**src/rtl/task_queue_with_sorted_insert_macros.svh**
```systemverilog
// Assertion macros shared by the task queue RTL.
// Relies on signals named clock and reset in the including module.
`ifndef TASK_QUEUE_WITH_SORTED_INSERT_MACROS_SVH
`define TASK_QUEUE_WITH_SORTED_INSERT_MACROS_SVH

// property that must hold at every edge outside reset
`define TQSI_ASSERT(lbl, expr) \
   lbl: assert property (@(posedge clock) disable iff (reset) (expr)) \
      else $error("task queue check failed");

// implication whose consequent is checked in the cycle after the antecedent
`define TQSI_ASSERT_NEXT(lbl, ante, cons) \
   lbl: assert property (@(posedge clock) disable iff (reset) (ante) |=> (cons)) \
      else $error("task queue check failed");

`endif

```
**src/rtl/tqsi_pkg.sv**
```systemverilog
// Package for the task queue: id width, command codes, cell control struct.
// No dependencies.
`timescale 1ns / 1ps
package tqsi_pkg;
   localparam int TASK_BITS = 4;

   localparam logic [1:0] CMD_APPEND = 2'd0;
   localparam logic [1:0] CMD_INSERT = 2'd1;
   localparam logic [1:0] CMD_POP    = 2'd2;
   localparam logic [1:0] CMD_PEEK   = 2'd3;

   typedef struct packed {
      logic push;    // accepted push with room left
      logic sorted;  // push is a key-ordered insert
      logic pop;     // pop with queue not empty
   } tqsi_ctrl_type;
endpackage

```
**src/rtl/tqsi_cell.sv**
```systemverilog
// One slot of the queue: holds an id and key, shifts towards head or tail.
// Depends on tqsi_pkg.
`timescale 1ns / 1ps
module tqsi_cell #(
   parameter int KEY_BITS = 32,
   parameter bit IS_HEAD  = 1'b0
) (
   input  logic                          clock,
   input  tqsi_pkg::tqsi_ctrl_type       ctrl,
   input  logic                          occupied,
   input  logic [tqsi_pkg::TASK_BITS-1:0] new_task,
   input  logic [KEY_BITS-1:0]           new_key,
   input  logic [tqsi_pkg::TASK_BITS-1:0] left_task,
   input  logic [KEY_BITS-1:0]           left_key,
   input  logic [tqsi_pkg::TASK_BITS-1:0] right_task,
   input  logic [KEY_BITS-1:0]           right_key,
   input  logic                          found_in,
   output logic                          found_out,
   output logic [tqsi_pkg::TASK_BITS-1:0] task_out,
   output logic [KEY_BITS-1:0]           key_out
);
   import tqsi_pkg::*;

   logic [TASK_BITS-1:0] task_ff, task_in;
   logic [KEY_BITS-1:0]  key_ff, key_in;
   logic                 ge;
   logic                 hit;

   // head slot only yields to a strictly smaller key
   assign ge  = IS_HEAD ? (key_ff > new_key) : (key_ff >= new_key);
   assign hit = !occupied || (ctrl.sorted && ge);
   assign found_out = found_in || hit;

   always_comb begin
      task_in = task_ff;
      key_in  = key_ff;
      if (ctrl.pop) begin
         task_in = right_task;
         key_in  = right_key;
      end else if (ctrl.push) begin
         if (found_in) begin
            task_in = left_task;
            key_in  = left_key;
         end else if (hit) begin
            task_in = new_task;
            key_in  = new_key;
         end
      end
   end

   always_ff @(posedge clock) begin
      task_ff <= task_in;
      key_ff  <= key_in;
   end

   assign task_out = task_ff;
   assign key_out  = key_ff;
endmodule

```
**src/rtl/task_queue_with_sorted_insert.sv**
```systemverilog
// Top level of the sorted task queue: command decode, fill count, cell row.
// Depends on tqsi_pkg, tqsi_cell and task_queue_with_sorted_insert_macros.svh.
//
//   channel   ports                      handshake
//   command   start, busy, req_*         beat taken when start && !busy
//   result    rsp_strobe, rsp_*          one beat, one cycle, no back-pressure
//
// One command per cycle; busy is always low. The result appears the cycle after
// the command beat. The insert position is resolved during the beat cycle by a found
// signal rippling through the cells; cells from that slot on shift at the beat edge.
// Reset empties the queue at once; slot contents are left as they are.
`timescale 1ns / 1ps
module task_queue_with_sorted_insert #(
   parameter int MAX_TASKS = 16,
   parameter int KEY_BITS  = 32
) (
   input  logic                                 clock,
   input  logic                                 reset,
   input  logic                                 start,
   output logic                                 busy,
   input  logic [1:0]                           req_command,
   input  logic [tqsi_pkg::TASK_BITS-1:0]       req_task_id,
   input  logic [KEY_BITS-1:0]                  req_sort_key,
   output logic                                 rsp_strobe,
   output logic                                 rsp_head_valid,
   output logic [tqsi_pkg::TASK_BITS-1:0]       rsp_head_task,
   output logic [KEY_BITS-1:0]                  rsp_head_key,
   output logic [$clog2(MAX_TASKS+1)-1:0]       rsp_entry_count,
   output logic                                 rsp_status
);
   import tqsi_pkg::*;

   localparam int CNT_W = $clog2(MAX_TASKS + 1);

   logic                 accept;
   logic                 is_push;
   logic                 is_read;
   logic                 full;
   logic                 empty;
   tqsi_ctrl_type        ctrl;
   logic [CNT_W-1:0]     count_ff, count_in;

   logic                 strobe_ff;
   logic                 hvalid_ff, hvalid_in;
   logic [TASK_BITS-1:0] htask_ff, htask_in;
   logic [KEY_BITS-1:0]  hkey_ff, hkey_in;
   logic                 status_ff, status_in;

   logic [TASK_BITS-1:0] cell_task [MAX_TASKS];
   logic [KEY_BITS-1:0]  cell_key  [MAX_TASKS];
   logic                 found     [MAX_TASKS+1];

   assign busy    = 1'b0;
   assign accept  = start && !busy;
   assign full    = (count_ff == CNT_W'(MAX_TASKS));
   assign empty   = (count_ff == '0);
   assign is_push = (req_command == CMD_APPEND) || (req_command == CMD_INSERT);
   assign is_read = (req_command == CMD_POP) || (req_command == CMD_PEEK);

   assign ctrl.push   = accept && is_push && !full;
   assign ctrl.sorted = (req_command == CMD_INSERT);
   assign ctrl.pop    = accept && (req_command == CMD_POP) && !empty;

   assign found[0] = 1'b0;

   genvar i;
   generate
      for (i = 0; i < MAX_TASKS; i++) begin : g_cell
         logic                 occ;
         logic [TASK_BITS-1:0] l_task, r_task;
         logic [KEY_BITS-1:0]  l_key, r_key;

         assign occ = (count_ff > CNT_W'(i));

         if (i == 0) begin : g_left_edge
            assign l_task = cell_task[i];
            assign l_key  = cell_key[i];
         end else begin : g_left
            assign l_task = cell_task[i-1];
            assign l_key  = cell_key[i-1];
         end

         if (i == MAX_TASKS - 1) begin : g_right_edge
            assign r_task = cell_task[i];
            assign r_key  = cell_key[i];
         end else begin : g_right
            assign r_task = cell_task[i+1];
            assign r_key  = cell_key[i+1];
         end

         tqsi_cell #(
            .KEY_BITS (KEY_BITS),
            .IS_HEAD  (i == 0)
         ) u_cell (
            .clock      (clock),
            .ctrl       (ctrl),
            .occupied   (occ),
            .new_task   (req_task_id),
            .new_key    (req_sort_key),
            .left_task  (l_task),
            .left_key   (l_key),
            .right_task (r_task),
            .right_key  (r_key),
            .found_in   (found[i]),
            .found_out  (found[i+1]),
            .task_out   (cell_task[i]),
            .key_out    (cell_key[i])
         );
      end
   endgenerate

   always_comb begin
      count_in  = count_ff;
      hvalid_in = 1'b0;
      htask_in  = '0;
      hkey_in   = '0;
      status_in = 1'b0;
      if (ctrl.push) begin
         count_in = count_ff + CNT_W'(1);
      end
      if (ctrl.pop) begin
         count_in = count_ff - CNT_W'(1);
      end
      if (accept && is_push && full) begin
         status_in = 1'b1;
      end
      if (accept && is_read && !empty) begin
         hvalid_in = 1'b1;
         htask_in  = cell_task[0];
         hkey_in   = cell_key[0];
      end
   end

   always_ff @(posedge clock) begin
      if (reset) begin
         count_ff  <= '0;
         strobe_ff <= 1'b0;
      end else begin
         if (accept) begin
            count_ff <= count_in;
         end
         strobe_ff <= accept;
      end
   end

   always_ff @(posedge clock) begin
      if (accept) begin
         hvalid_ff <= hvalid_in;
         htask_ff  <= htask_in;
         hkey_ff   <= hkey_in;
         status_ff <= status_in;
      end
   end

   assign rsp_strobe      = strobe_ff;
   assign rsp_head_valid  = hvalid_ff;
   assign rsp_head_task   = htask_ff;
   assign rsp_head_key    = hkey_ff;
   assign rsp_entry_count = count_ff;
   assign rsp_status      = status_ff;

`include "task_queue_with_sorted_insert_macros.svh"

   `TQSI_ASSERT(a_count_bound, count_ff <= CNT_W'(MAX_TASKS))
   `TQSI_ASSERT_NEXT(a_full_drop, accept && is_push && full,
                     rsp_status && count_ff == CNT_W'(MAX_TASKS))
   `TQSI_ASSERT_NEXT(a_pop_dec, ctrl.pop, count_ff == $past(count_ff) - CNT_W'(1))
   `TQSI_ASSERT(a_valid_needs_count, !(rsp_strobe && rsp_head_valid) || !empty ||
                $past(req_command) == CMD_POP)
endmodule
```
**config.mk**
```make
export PLATFORM = sky130hd
export DESIGN_NAME = task_queue_with_sorted_insert
export DESIGN_NICKNAME = d
export VERILOG_FILES = /design/src/rtl/tqsi_pkg.sv /design/src/rtl/tqsi_cell.sv /design/src/rtl/task_queue_with_sorted_insert.sv
export VERILOG_INCLUDE_DIRS = /design/src /design/src/rtl
export SDC_FILE = /design/constraint.sdc
export NUM_CORES = 2
export LEC_CHECK = 0
export ABC_AREA = 0
export BUFFER_PORTS_ARGS = -buffer_cell sky130_fd_sc_hd__buf_2
export CAP_MARGIN = 30
export CORE_MARGIN = 3
export CORE_UTILIZATION = 40
export CTS_CLUSTER_DIAMETER = 200
export DETAILED_ROUTE_END_ITERATION = 8
export GPL_TIMING_DRIVEN = 0
export PLACE_DENSITY = 0.61
export SYNTH_ARGS = -nofsm -noshare
export SYNTH_HDL_FRONTEND = slang
export SYNTH_SLANG_ARGS = --single-unit
```
**constraint.sdc**
```tcl
create_clock -name clock -period 14.6 [get_ports clock]
set_input_delay 2.92 -clock clock [delete_from_list [all_inputs] [get_ports clock]]
set_output_delay 2.92 -clock clock [all_outputs]
set_load 0.02 [all_outputs]
```
Word-level counts from Yosys, hierarchy flattened:

Index checks and enable logic that the tools add are counted.

* equal/unequal tests: 4
* bitwise logic cells: 1
* multipliers: 0
* $add $sub $neg: 2
* order comparisons: 32
* shifts and indexed selects: 0
* muxes and demuxes: 126
* reduce and logical (&&, ||, !) cells: 109
* div/mod/pow operators: 0

Operators by type and width (number)
* $mux W32: 61
* $ge A32 B32 Y1: 15
* $mux W4: 61
* $reduce_bool A3 Y1: 14
* $gt A5 B4 Y1 const B: 8
* $gt A32 B32 Y1: 1
* $logic_or A1 B1 Y1: 32
* $reduce_and A2 Y1: 16
* $logic_and A1 B1 Y1: 23
* $gt A5 B3 Y1 const B: 4
* $logic_not A1 Y1: 18
* $gt A5 B1 Y1 const B: 2
* $gt A5 B2 Y1 const B: 2
* $mux W5: 2
* $reduce_bool A2 Y1: 3
* $add A5 B1 Y5 const B: 1
* $eq A5 B5 Y1 const B: 1
* $logic_not A5 Y1: 1
* $sub A5 B1 Y5 const B: 1
* $eq A2 B2 Y1 const B: 2
* $reduce_and A3 Y1: 1
* $eq A2 B1 Y1 const B: 1
* $logic_not A2 Y1: 1
* $mux W1: 2
* $not A1 Y1: 1

* flip-flop bits (word level): 620
* logic and storage cells: 312
* latch bits: 0
* bits in writable memories: 0
* bits of input ports: 41
* memories kept: 0
* output and inout port bits: 45
* bits in read-only memories: 0

Depth between registers and ports, before layout:

* depth in word-level cells: 19
* gate-level depth with buffers: 16
* gate-level depth less buffers: 11

Cells and area by module:

A second synthesis with hierarchy kept.

* cell total of the unflattened synthesis: 4518
* area total of the unflattened synthesis: 44056.0 µm²

By module, submodules not included
* tqsi_cell (g_cell[10].u_cell ...): cells an instance 272, area each 2626.3 µm², sequential area each 1081.0 µm², times used 14
* tqsi_cell (g_cell[0].u_cell): cells an instance 276, area each 2662.6 µm², sequential area each 1081.0 µm², times used 1
* tqsi_cell (g_cell[1].u_cell): cells an instance 272, area each 2623.8 µm², sequential area each 1081.0 µm², times used 1
* task_queue_with_sorted_insert: cells an instance 162, area each 2001.9 µm², sequential area each 1261.2 µm², times used 1

Worst setup path before layout:

No wires, ideal clock.

* kind: input to register
* start point: input req_sort_key[19]
* end point: register g_cell[13].u_cell.key_ff[0], enable pin
* stages on the path: 12
* library setup time: 479 ps
* arrival time: 8104 ps
* buffers on the path: 2
* slack: 6017 ps
* data required time: 14121 ps
* cells stage by stage: inv_1 -> ha_1 -> nand4_1 -> or4_1 -> o311ai_0 -> o21ai_0 -> and4_1 -> nand4_1 -> clkbuf_1 -> clkbuf_1 -> nor2_1 -> o21ai_0

* word-level cells in the longest chain between the ends: 17
* elaborated cells between the ends (all ways): 56
* those cells by class: 14 x order compare; 42 x reduce/logical

RTL lines
* from (decl): RTL line task_queue_with_sorted_insert.sv:23 `input logic [KEY_BITS-1:0] req_sort_key,`
* $gt A32 B32 Y1 / $ge A32 B32 Y1 (equally long branches): RTL line tqsi_cell.sv:30 `assign ge = IS_HEAD ? (key_ff > new_key) : (key_ff >= new_key);`
* $logic_and A1 B1 Y1: RTL line tqsi_cell.sv:31 `assign hit = !occupied || (ctrl.sorted && ge);`
* $logic_or A1 B1 Y1: RTL line tqsi_cell.sv:31
* $logic_or A1 B1 Y1 (12 in a row): RTL line tqsi_cell.sv:32 `assign found_out = found_in || hit;`
* $reduce_bool A3 Y1 (no line) *
* $reduce_and A2 Y1 (no line) *
* to (signal assigned): RTL line tqsi_cell.sv:53 `key_ff <= key_in;`
* to (decl): RTL line tqsi_cell.sv:25 `logic [KEY_BITS-1:0] key_ff, key_in;`

Every way passes the cells marked *; elsewhere a longest branch is shown, timed or not.
A chain may end at the register's enable or synchronous reset.

Final worst setup path:

* start point: input req_sort_key[30]
* end point: register g_cell[13].u_cell.key_ff[7], enable pin

Same word-level chain as after synthesis.

==> impl_metrics.yaml <==
status:
  status: "finished, final reports clean"
power:
  leakage_nw: 18.21
  switching_share_pct: 30.45
  p_comb_share_pct: 19.2
  peakVddDrop_v: 0.00007630
  p_seq_share_pct: 44.8
  p_clk_share_pct: 35.9
  switchingPower_w: 0.001565
  p_per_area_nw_per_um2: 109.2
  cellInternalPower_w: 0.003573
  power_w: 0.005138
sta:
  grt_setup_unrepaired: "false"
  fin_ws_ns: 6.033
  fmax_ghz: 0.1167
  finalCritPeriodShare_pct: 58.68
  slew_headroom_pct: 29.18
  drv_slew: 0
  skew_ns: 0.02006
  hold_viol: 0
  worst_pin_slew_ns: 1.061
  finalCriticalPeriod_ns: 8.567
  tns_ns: 0
  setup_viol: 0
cts:
  clock_sinks: 620
  cts_setup_buffers: 0
  cts_hold_buf: 0
  cts-root-buf: "clkbuf_16"
  cts.htree.levels: 3
  ctsResizeCount: 0
  clkTransAtPathRegs_ns: 0.06
  cts_tree: "built"
  cts_made_buffers: 76
  clock_latency_ns: 0.64
  clk_path_buf_depth: 3
critical_path:
  path_buf_inv: 5
  critPathLaunch: "req_sort_key[30]"
  regToRegStartpoint: "rsp_entry_count[1]"
  cp.arrival_ns: 8.89
  crit_required_ns: 14.93
  crit_slowest_cell: "inv_1"
  r2r_slack_ns: 8.62
  crit_chain: "buf_2, inv_1, ha_1, nand4_1, or4_1, a311oi_1, o31ai_1, and4_1, nand4_1, clkbuf_1, clkbuf_1, nor2_1, o21ai_4, buf_12"
  reg2reg_depth: 16
  worst_path_dominant_cell_family: "buffers and inverters"
  worstSetupEndpointType: "flip-flop"
  cpPeakStageDelay_ns: 0.76
  crit_end: "g_cell[13].u_cell.key_out[7]"
  startpoint_type: "input port"
  timing.rr.end: "g_cell[1].u_cell.key_out[7]"
  critical_path_peak_fanout: 24
  critical_path_depth: 14
  crit_type: "input port to flip-flop"
finish:
  finalInstanceArea_um2: 47060
  regArea_um2: 18560
  n_fill_cell: 9841
  multiInputGateArea_um2: 22140
  nets: 5013
  area_growth_pct: 12.15
  finish.utilization_pct: 45.34
  drive_gt1_share_pct: 7.957
synthesis:
  ys_types: 73
  syn_inst: 4264
  synth_seq_cells: 620
  syn_nets: 4822
  yosysWarnings: 0
  synthesis.area_um2: 41960
  ys.flop_type: "edfxtp_1"
  synth_edf_count: 614
  avgSynthCellArea_um2: 9.841
  synth-async-reset-ratio_pct: 0
  ys_seq_area_share_pct: 44.23
route:
  drtPass1Iterations: 6
  wl_um: 155900
  detail_route.wl_per_cell_um: 26.44
  vias_per_cell: 6.190
  ant_nets: 0
  vias: 36500
  drtIter0Drc: 4853
  drc_errors: 0
placed_design:
  place_hpwl_um: 126900
  gp_congestion: 0.9922
  port_buffers: 84
  placed_area_um2: 44700
  dp_slack_ns: 5.578
global_route:
  grt_pass1_wl_um: 222700
  grt_max_degree: 37
  grt_overflow: 0
  antenna_found_initial: 6
  track_usage_pct: 27.77
  grt_pass1_vias: 34879
floorplanning:
  dieArea_um2: 108800
  boundaryPins: 86
  die_h_um: 329.9
  core.rowCount: 118
  die_x_um: 329.9
  coreArea_um2: 103800
  start_util_pct: 40.43
min_path:
  hold_class: "flip-flop to flip-flop"
run:
  maxCapViolations: 0
==> layout make-up <==
type                            instances  area share [%]
Multi-Input combinational cell       3302           47.04
Clock inverter                         43          0.6939
Timing Repair Buffer                  113           1.890
Antenna cell                            5         0.02659
Buffer                                284           2.528
Clock buffer                           92           4.259
Inverter                               58          0.4626
Tap cell                             1380           3.669
Sequential cell                       620           39.43
==> synth_stat cells (all sizes together) (13+ instances only) <==
cell type	number	area, µm²
nor2	320	1204
a21o	57	427.9
ha	517	6469
nand3	144	735.7
o21ai	424	2122
and2	39	244.0
o211ai	53	573.1
inv	58	217.7
nor3	60	300.3
mux2i	183	1832
edfxtp	614	18440
buf	51	315.3
mux2	36	405.4
nand2	672	2522
nor4	13	102.6
clkbuf	233	874.6
a211oi	33	247.7
a221o	40	400.4
and4	13	113.9
nand4	80	506.7
a31oi	226	1414
nand2b	19	118.9
a21oi	232	1161
nor2b	18	112.6
==> state kept, by name, indices dropped and copies added, names as in the netlist <==
signal	count
rsp_entry_count	5
rsp_strobe	1
rsp_status	1
g_cell.u_cell.task_out	64
rsp_head_task	4
rsp_head_valid	1
g_cell.u_cell.key_out	512
rsp_head_key	32
==> stage by stage <==
step                      instances  hold WS (ns)
after global placement         5728        0.5211
after global routing           5894        0.5652
after CTS                      5891        0.5455
after floorplan                4264        0.5094
after detailed placement       5756        0.5300
final                          5897        0.5476
==> layout by cell type (no fill, tap or decap), types with 60 or more instances in the layout <==
cell type / Yosys / routed
edfxtp_1: 614 / 614
nand4_1: 79 / 79
clkbuf_16: 0 / 78
o21ai_0: 393 / 384
buf_2: 21 / 105
mux2i_1: 183 / 183
nor2_1: 319 / 319
a21oi_1: 232 / 232
a31oi_1: 226 / 225
clkbuf_1: 233 / 247
nand3_1: 141 / 141
ha_1: 517 / 517
nor3_1: 60 / 60
nand2_1: 672 / 666
==> power groups by stage <==
| stage | clock network (W) | registers [W] | logic [W] |
|---|---|---|---|
| after floorplan | 0 | 0.00230 | 0.000617 |
| after global placement | 0 | 0.00235 | 0.000912 |
| after detailed placement | 0 | 0.00233 | 0.000963 |
| after CTS | 0.00186 | 0.00230 | 0.000968 |
| after global routing | 0.00193 | 0.00232 | 0.00108 |
| final | 0.00185 | 0.00230 | 0.000988 |
==> worst min path at each step <==
stage,start,end,cells after the start
CTS,g_cell[1].u_cell.task_out[3],g_cell[0].u_cell.task_out[3],2
global route,g_cell[15].u_cell.task_out[0],g_cell[14].u_cell.task_out[0],1
finish,g_cell[1].u_cell.task_out[3],g_cell[0].u_cell.task_out[3],2
global placement,g_cell[1].u_cell.task_out[3],g_cell[0].u_cell.task_out[3],2
floorplan,g_cell[1].u_cell.task_out[3],g_cell[0].u_cell.task_out[3],2
detailed placement,g_cell[1].u_cell.task_out[3],g_cell[0].u_cell.task_out[3],2
==> routing by layer <==
layer,up-vias,part of all wire [%],GRT usage [%]
met3,288,9.4,4.051
met4,2,4.3,11.13
met5,-,0.0083,0
met2,1967,45,44.11
li1,16495,-,-
met1,17748,42,38.14
==> logic make-up (layout without fill, tap and decap cells) <==
kind of cell,after synthesis,in the layout,share of synthesized area (%)
buf+inv,342,590,3.355
simple gates,1415,1415,14.83
flops,620,620,44.23
fa+ha+maj,517,517,15.42
compound gates,1147,1147,16.77
mux,219,219,5.331
xor+xnor,3,3,0.06263
other cells,1,6,0.008937
==> worst register-to-register path, cell delays in order, from the launching register on <==
cell and delay (ns):
dfxtp_1 0.37, buf_2 0.22, inv_1 0.13, ha_1 0.17
nor3b_1 0.40, and2_0 0.36, clkbuf_1 0.42, a211oi_1 0.11
a31oi_1 0.43, a21o_1 0.26, buf_6 0.22, or2_2 0.13
clkbuf_1 0.22, buf_1 0.81, clkbuf_1 0.49, nand2_1 0.12
nand2_2 0.71
Note: power is estimated with default switching activity, not from simulation.
